==> config.mk <==
export PLATFORM = sky130hd
export DESIGN_NAME = arp_request_matcher_top_flat
export DESIGN_NICKNAME = d
export VERILOG_FILES = /design/src/rtl/arpm_pkg.sv /design/src/rtl/arpm_byte_if.sv /design/src/rtl/arpm_result_if.sv /design/src/rtl/arpm_cfg_if.sv /design/src/rtl/arpm_field_check.sv /design/src/rtl/arp_request_matcher_top.sv /design/src/flat_wrapper.sv
export SDC_FILE = /design/constraint.sdc
export NUM_CORES = 1
export LEC_CHECK = 0
export BUFFER_PORTS_ARGS = -buffer_cell sky130_fd_sc_hd__clkbuf_2
export CORE_MARGIN = 1.5
export CORE_UTILIZATION = 34
export DETAILED_ROUTE_END_ITERATION = 10
export GPL_TIMING_DRIVEN = 0
export PLACE_DENSITY_LB_ADDON = 0.08
export SYNTH_ARGS = -nofsm -noshare
export SYNTH_HDL_FRONTEND = slang
export SYNTH_HIERARCHICAL = 1
export SYNTH_SLANG_ARGS = --single-unit
==> constraint.sdc <==
create_clock -name clk -period 5.45 [get_ports clk]
set_input_delay 0.2725 -clock clk [delete_from_list [all_inputs] [get_ports clk]]
set_output_delay 0.2725 -clock clk [all_outputs]
set_load 0.05 [all_outputs]
==> src/rtl/arpm_pkg.sv <==
// arpm_pkg: shared types and constants of the arp request matcher
// no dependencies; used by the byte and config interfaces, the field checker and the top level

package arpm_pkg;

    localparam int unsigned BYTE_W     = 8;
    localparam int unsigned POS_W      = 6;
    localparam int unsigned MAC_W      = 48;
    localparam int unsigned IP_W       = 32;
    localparam int unsigned CFG_IDX_W  = 2;
    localparam int unsigned CFG_DATA_W = 48;

    // byte offsets inside the frame
    localparam logic [POS_W-1:0] POS_HDR_FIRST = 6'd12;
    localparam logic [POS_W-1:0] POS_MAC_FIRST = 6'd22;
    localparam logic [POS_W-1:0] POS_MAC_LAST  = 6'd27;
    localparam logic [POS_W-1:0] POS_SIP_FIRST = 6'd28;
    localparam logic [POS_W-1:0] POS_SIP_LAST  = 6'd31;
    localparam logic [POS_W-1:0] POS_TIP_FIRST = 6'd38;
    localparam logic [POS_W-1:0] POS_TIP_LAST  = 6'd41;
    localparam logic [POS_W-1:0] FRAME_MIN     = 6'd42;

    localparam logic [BYTE_W-1:0] MAC_BYTES = 8'd6;
    localparam logic [BYTE_W-1:0] IP_BYTES  = 8'd4;

    // fixed arp header: ethertype, htype, ptype, hlen, plen, opcode
    localparam int unsigned HDR_LEN = 10;
    localparam logic [BYTE_W-1:0] HDR_BYTES [HDR_LEN] = '{
        8'h08, 8'h06, 8'h00, 8'h01, 8'h08, 8'h00,
        MAC_BYTES, IP_BYTES, 8'h00, 8'h01
    };

    typedef enum logic [CFG_IDX_W-1:0] {
        REG_SRC_HW    = 2'd0,
        REG_SRC_PROTO = 2'd1,
        REG_DST_PROTO = 2'd2
    } cfg_reg_t;

    typedef struct packed {
        logic [MAC_W-1:0] src_hw_addr;
        logic [IP_W-1:0]  src_proto_addr;
        logic [IP_W-1:0]  dst_proto_addr;
    } match_cfg_t;

    typedef struct packed {
        logic checked;
        logic differs;
    } check_t;

endpackage

==> src/rtl/arpm_byte_if.sv <==
// arpm_byte_if: valid/ready channel carrying one frame byte per word
// depends on arpm_pkg

interface arpm_byte_if;
    logic                           valid;
    logic                           ready;
    logic [arpm_pkg::BYTE_W-1:0]    frame_byte;
    logic                           last_byte;

    modport source (output valid, output frame_byte, output last_byte, input ready);
    modport sink   (input valid, input frame_byte, input last_byte, output ready);
endinterface

==> src/rtl/arpm_result_if.sv <==
// arpm_result_if: valid/ready channel carrying one match verdict per word
// no dependencies

interface arpm_result_if;
    logic valid;
    logic ready;
    logic matched;

    modport source (output valid, output matched, input ready);
    modport sink   (input valid, input matched, output ready);
endinterface

==> src/rtl/arpm_cfg_if.sv <==
// arpm_cfg_if: register write channel, index plus data per word
// depends on arpm_pkg

interface arpm_cfg_if;
    logic                              valid;
    logic                              ready;
    logic [arpm_pkg::CFG_IDX_W-1:0]    index;
    logic [arpm_pkg::CFG_DATA_W-1:0]   data;

    modport source (output valid, output index, output data, input ready);
    modport sink   (input valid, input index, input data, output ready);
endinterface

==> src/rtl/arpm_field_check.sv <==
// arpm_field_check: compares one frame byte with the value expected at its offset
// depends on arpm_pkg

module arpm_field_check (
    input  logic [arpm_pkg::POS_W-1:0]  pos,
    input  logic [arpm_pkg::BYTE_W-1:0] frame_byte,
    input  arpm_pkg::match_cfg_t        cfg,
    output arpm_pkg::check_t            result
);

    logic [3:0]                  hdr_idx;
    logic [2:0]                  mac_idx;
    logic [1:0]                  sip_idx;
    logic [1:0]                  tip_idx;
    logic [arpm_pkg::BYTE_W-1:0] want;

    // byte index counted from the least significant end of each address
    assign hdr_idx = 4'(pos - arpm_pkg::POS_HDR_FIRST);
    assign mac_idx = 3'(arpm_pkg::POS_MAC_LAST - pos);
    assign sip_idx = 2'(arpm_pkg::POS_SIP_LAST - pos);
    assign tip_idx = 2'(arpm_pkg::POS_TIP_LAST - pos);

    always_comb
    begin
        want           = '0;
        result.checked = 1'b0;
        priority if (pos >= arpm_pkg::POS_TIP_FIRST && pos <= arpm_pkg::POS_TIP_LAST)
        begin
            want           = cfg.dst_proto_addr[{tip_idx, 3'b000} +: 8];
            result.checked = 1'b1;
        end
        else if (pos >= arpm_pkg::POS_SIP_FIRST && pos <= arpm_pkg::POS_SIP_LAST)
        begin
            want           = cfg.src_proto_addr[{sip_idx, 3'b000} +: 8];
            result.checked = 1'b1;
        end
        else if (pos >= arpm_pkg::POS_MAC_FIRST && pos <= arpm_pkg::POS_MAC_LAST)
        begin
            want           = cfg.src_hw_addr[{mac_idx, 3'b000} +: 8];
            result.checked = 1'b1;
        end
        else if (pos >= arpm_pkg::POS_HDR_FIRST && pos < arpm_pkg::POS_MAC_FIRST)
        begin
            want           = arpm_pkg::HDR_BYTES[hdr_idx];
            result.checked = 1'b1;
        end
        else
        begin
            want           = '0;
            result.checked = 1'b0;
        end
        result.differs = result.checked && (want != frame_byte);
    end

endmodule

==> src/rtl/arp_request_matcher_top.sv <==
// arp_request_matcher_top: filters ethernet frames for one expected arp request
// depends on arpm_pkg, the three channel interfaces and arpm_field_check
// a verdict word is registered in the result slot once the last frame byte leaves the input stage
// throughput: one frame byte per cycle, back to back, set by the input stage
// a byte is taken even while a verdict waits; only a last byte stalls on it
// reset: rst_n clears the pipeline valids, byte position, mismatch flag and registers

module arp_request_matcher_top (
    input  logic          clk,
    input  logic          rst_n,
    arpm_byte_if.sink     frame_in,
    arpm_result_if.source result_out,
    arpm_cfg_if.sink      cfg
);

    // configuration registers
    arpm_pkg::match_cfg_t cfg_reg;

    // input stage
    logic                        in_valid_reg;
    logic [arpm_pkg::BYTE_W-1:0] in_byte_reg;
    logic                        in_last_reg;

    // per-frame state
    logic [arpm_pkg::POS_W-1:0]  pos_reg;
    logic [arpm_pkg::POS_W-1:0]  pos_next;
    logic                        mismatch_reg;
    logic                        mismatch_next;

    // result stage
    logic                        out_valid_reg;
    logic                        out_matched_reg;

    logic                        stage_go;
    logic                        frame_end;
    logic                        in_take;
    logic                        in_window;
    arpm_pkg::check_t            check;

    // config writes are taken at any time, unknown indexes are dropped
    assign cfg.ready = 1'b1;

    always_ff @(posedge clk or negedge rst_n)
    begin
        if (!rst_n)
        begin
            cfg_reg <= '0;
        end
        else if (cfg.valid)
        begin
            unique case (cfg.index)
                arpm_pkg::REG_SRC_HW:
                begin
                    cfg_reg.src_hw_addr <= cfg.data;
                end
                arpm_pkg::REG_SRC_PROTO:
                begin
                    cfg_reg.src_proto_addr <= cfg.data[arpm_pkg::IP_W-1:0];
                end
                arpm_pkg::REG_DST_PROTO:
                begin
                    cfg_reg.dst_proto_addr <= cfg.data[arpm_pkg::IP_W-1:0];
                end
                default:
                begin
                    cfg_reg <= cfg_reg;
                end
            endcase
        end
    end

    // a middle byte always drains; a last byte needs a free result slot
    assign stage_go  = in_valid_reg &&
                       (!in_last_reg || !out_valid_reg || result_out.ready);
    assign frame_end = stage_go && in_last_reg;
    assign in_take   = frame_in.valid && frame_in.ready;

    assign frame_in.ready = !in_valid_reg || stage_go;

    always_ff @(posedge clk or negedge rst_n)
    begin
        if (!rst_n)
        begin
            in_valid_reg <= 1'b0;
        end
        else if (frame_in.ready)
        begin
            in_valid_reg <= frame_in.valid;
        end
    end

    // payload of the input stage, no reset needed
    always_ff @(posedge clk)
    begin
        if (in_take)
        begin
            in_byte_reg <= frame_in.frame_byte;
            in_last_reg <= frame_in.last_byte;
        end
    end

    // offset compare for the byte in the input stage
    arpm_field_check u_check (
        .pos        (pos_reg),
        .frame_byte (in_byte_reg),
        .cfg        (cfg_reg),
        .result     (check)
    );

    // position saturates at the minimum arp frame length
    assign in_window     = pos_reg < arpm_pkg::FRAME_MIN;
    assign pos_next      = in_window ? pos_reg + 6'd1 : pos_reg;
    assign mismatch_next = mismatch_reg || (in_window && check.differs);

    always_ff @(posedge clk or negedge rst_n)
    begin
        if (!rst_n)
        begin
            pos_reg      <= '0;
            mismatch_reg <= 1'b0;
        end
        else if (frame_end)
        begin
            pos_reg      <= '0;
            mismatch_reg <= 1'b0;
        end
        else if (stage_go)
        begin
            pos_reg      <= pos_next;
            mismatch_reg <= mismatch_next;
        end
    end

    // result slot
    always_ff @(posedge clk or negedge rst_n)
    begin
        if (!rst_n)
        begin
            out_valid_reg <= 1'b0;
        end
        else if (frame_end)
        begin
            out_valid_reg <= 1'b1;
        end
        else if (result_out.ready)
        begin
            out_valid_reg <= 1'b0;
        end
    end

    always_ff @(posedge clk)
    begin
        if (frame_end)
        begin
            out_matched_reg <= !mismatch_next && (pos_next >= arpm_pkg::FRAME_MIN);
        end
    end

    assign result_out.valid   = out_valid_reg;
    assign result_out.matched = out_matched_reg;

    // position never runs past the saturation point
    a_pos_bounded: assert property (@(posedge clk) disable iff (!rst_n)
        pos_reg <= arpm_pkg::FRAME_MIN)
        else $error("byte position beyond saturation");

    // a finished frame always lands a verdict in the result slot
    a_frame_verdict: assert property (@(posedge clk) disable iff (!rst_n)
        frame_end |=> result_out.valid)
        else $error("frame end without verdict");

    // per-frame state starts clean after a last byte
    a_state_cleared: assert property (@(posedge clk) disable iff (!rst_n)
        frame_end |=> (pos_reg == '0) && !mismatch_reg)
        else $error("frame state not cleared");

    // a short frame is never reported as a match
    a_short_rejected: assert property (@(posedge clk) disable iff (!rst_n)
        frame_end && (pos_next < arpm_pkg::FRAME_MIN) |=> !result_out.matched)
        else $error("short frame matched");

endmodule
==> src/flat_wrapper.sv <==
// flat-port wrapper written by rule: the top's interface ports become plain ports
module arp_request_matcher_top_flat 
  (clk, rst_n, frame_in_valid, frame_in_frame_byte, frame_in_last_byte, frame_in_ready, result_out_valid, result_out_matched, result_out_ready, cfg_valid, cfg_index, cfg_data, cfg_ready);
  arpm_byte_if frame_in_i ();
  arpm_result_if result_out_i ();
  arpm_cfg_if cfg_i ();
  input  logic clk;
  input  logic rst_n;
  input wire logic [$bits(frame_in_i.valid)-1:0] frame_in_valid;
  input wire logic [$bits(frame_in_i.frame_byte)-1:0] frame_in_frame_byte;
  input wire logic [$bits(frame_in_i.last_byte)-1:0] frame_in_last_byte;
  output wire logic [$bits(frame_in_i.ready)-1:0] frame_in_ready;
  output wire logic [$bits(result_out_i.valid)-1:0] result_out_valid;
  output wire logic [$bits(result_out_i.matched)-1:0] result_out_matched;
  input wire logic [$bits(result_out_i.ready)-1:0] result_out_ready;
  input wire logic [$bits(cfg_i.valid)-1:0] cfg_valid;
  input wire logic [$bits(cfg_i.index)-1:0] cfg_index;
  input wire logic [$bits(cfg_i.data)-1:0] cfg_data;
  output wire logic [$bits(cfg_i.ready)-1:0] cfg_ready;
  assign frame_in_i.valid = frame_in_valid;
  assign frame_in_i.frame_byte = frame_in_frame_byte;
  assign frame_in_i.last_byte = frame_in_last_byte;
  assign frame_in_ready = frame_in_i.ready;
  assign result_out_valid = result_out_i.valid;
  assign result_out_matched = result_out_i.matched;
  assign result_out_i.ready = result_out_ready;
  assign cfg_i.valid = cfg_valid;
  assign cfg_i.index = cfg_index;
  assign cfg_i.data = cfg_data;
  assign cfg_ready = cfg_i.ready;
  arp_request_matcher_top u_core (.clk(clk), .rst_n(rst_n), .frame_in(frame_in_i), .result_out(result_out_i), .cfg(cfg_i));
endmodule
==> impl_metrics.tcl <==
set metrics [dict create \
    status "finished, violations left" \
    violations "design-rule violations" \
    grt_start_max_net_pins 88 \
    netlist_area_sq_mm 0.00635 \
    synth_fp_nets 518 \
    die_width_um 140 \
    sw_frac_of_total 0.266 \
    pwr-share-comb 0.198 \
    layout-drive-gt1-share 0.458 \
    reg2reg_depth 9 \
    initial_utilization 0.350 \
    cellPowerDensity_mw_per_mm2 382 \
    clockRootBuffer "clkbuf_16" \
    gp_congestion 0.820 \
    grt-ovfl-total 0 \
    dpl.hpwl_um 11600 \
    avgViaCountPerCell 5.20 \
    fin_skew_ps 5.40 \
    startpoint "u_core/pos_reg[1]" \
    grt_pass1_wl_um 25700 \
    p_int_uw 2120 \
    reg2reg_slack_ps 2000 \
    peakVddDrop_mv 0.218 \
    cts_tree "built" \
    clockPowerShare 0.369 \
    fin_crit_ps 3450 \
    drt-wirelength-per-cell_um 20.8 \
    worstSetupPathType "flip-flop to flip-flop" \
    die_y_um 140 \
    hold_viol 0 \
    r2r_end "u_core/result_out.matched" \
    setup_violations 0 \
    drv_cap 0 \
    fin_crit_sh 0.633 \
    rows 49 \
    track_usage 0.178 \
    synthCells 450 \
    p_seq_frac 0.433 \
    fmax_mhz 290 \
    clk_latency_ps 410 \
    avgSynthCellArea_sq_um 14.1 \
    first_global_vias 4400 \
    crit_fanout 11 \
    end_kind "flip-flop" \
    largest_register_ffs 112 \
    relSlewSlack 0.397 \
    dieArea_sq_mm 0.0195 \
    clock-sinks 131 \
    num_antenna_cells 0 \
    area_growth_pct 19.2 \
    hold_buffers 1 \
    io_buffers 66 \
    reg2reg_from "u_core/pos_reg[1]" \
    drt_wl_total_um 16200 \
    switchingPower_uw 770 \
    clk_path_buf_depth 2 \
    start_kind "flip-flop" \
    clkTransAtPathRegs_ps 60 \
    setup-tns-final_ps 0 \
    ant_nets 0 \
    crit_end "u_core/result_out.matched" \
    dr.pass1.iters 8 \
    cts_resized 0 \
    tightest_slew_ps 904 \
    io_pins 68 \
    drcViolationCount 4 \
    rsz0062_at_grt "false" \
    dr.first_iter.drc_count 144 \
    power_leakage_uw 0.00317 \
    cp_data_required_time_ps 5710 \
    antenna_found_initial 0 \
    fin_nets 605 \
    ys_warn_count 6 \
    htree_num_levels 4 \
    coreArea_sq_mm 0.0181 \
    drv_slew 0 \
    hold_path_class "input pin to flip-flop" \
    cts_made_buffers 17 \
    total_power_uw 2890 \
    post_cts_buffers 0 \
    worstPathArrival_ps 3710 \
    vias 4053 \
]
worst min-delay path by stage:
stage	cells past startpoint	slack, ps	from	end
final	1	30	frame_in_frame_byte[2]	u_core/in_byte_reg[2]
after global placement	1	450	frame_in_last_byte	u_core/in_last_reg
after CTS	1	10	frame_in_last_byte	u_core/in_last_reg
after detailed placement	1	200	rst_n	u_core/pos_reg[0]
after floorplan	0	-20	rst_n	u_core/cfg_reg[0]
after global routing	1	20	frame_in_frame_byte[2]	u_core/in_byte_reg[2]
metal layers:
layer  routed length, um  global-route usage
met4                 184              0.0598
met1                7710               0.247
met2                7740               0.281
met5                   0                   0
met3                 565              0.0327
cell type report:
class	instances	area (sq um)
buffer	27	154
tap	229	287
fill	1731	10600
sequential	131	3330
inverter	9	33.8
timing repair buffer	68	377
multi-input combinational	283	2840
clock buffer	22	474
clock inverter	10	81.3
cell usage in the layout (no fill, tap or decap), types with 4 or more instances in the layout:
master / count
dfrtp_1: 121
mux2_2: 113
clkbuf_2: 65
mux4_2: 19
clkbuf_16: 17
nand2_1: 16
clkbuf_1: 13
o21ai_0: 12
mux2i_1: 11
nor2_1: 10
a21oi_1: 10
edfxtp_1: 10
xnor2_1: 10
buf_2: 8
inv_1: 7
clkinv_2: 6
and2_1: 6
clkbuf_8: 4
o31ai_1: 4
ha_1: 4
o21ai_1: 4
mux4_1: 4
power by group through the flow:
stage	sequential (uW)	clock [uW]	combinational [uW]
after CTS	1250	1090	580
after detailed placement	1270	0	577
after global routing	1280	1150	624
after floorplan	1230	0	412
final	1250	1070	572
after global placement	1260	0	565
stage by stage:
stage	hold WS [ps]	cell area (sq um)	cells	util	setup WS, ps
6_report	33.4	7570	779	0.417	2000
5_1_grt	21.6	7570	779	0.417	1720
4_1_cts	13.7	7570	779	0.417	1940
3_5_place_dp	204	7010	746	0.386	1950
3_3_place_gp	451	6970	745	0.384	1920
2_1_floorplan	-23.1	6350	450	-	2850
worst max-delay path, cell delays in order (launching register included):
cell and delay, ps:
dfrtp_1 580, buf_2 340, clkbuf_1 610, mux4_2 450
a221oi_1 350, xnor2_1 130, nor4_2 190, a31oi_1 210
a211o_1 300, a21oi_1 130
Power figures use the tool's default switching activity.
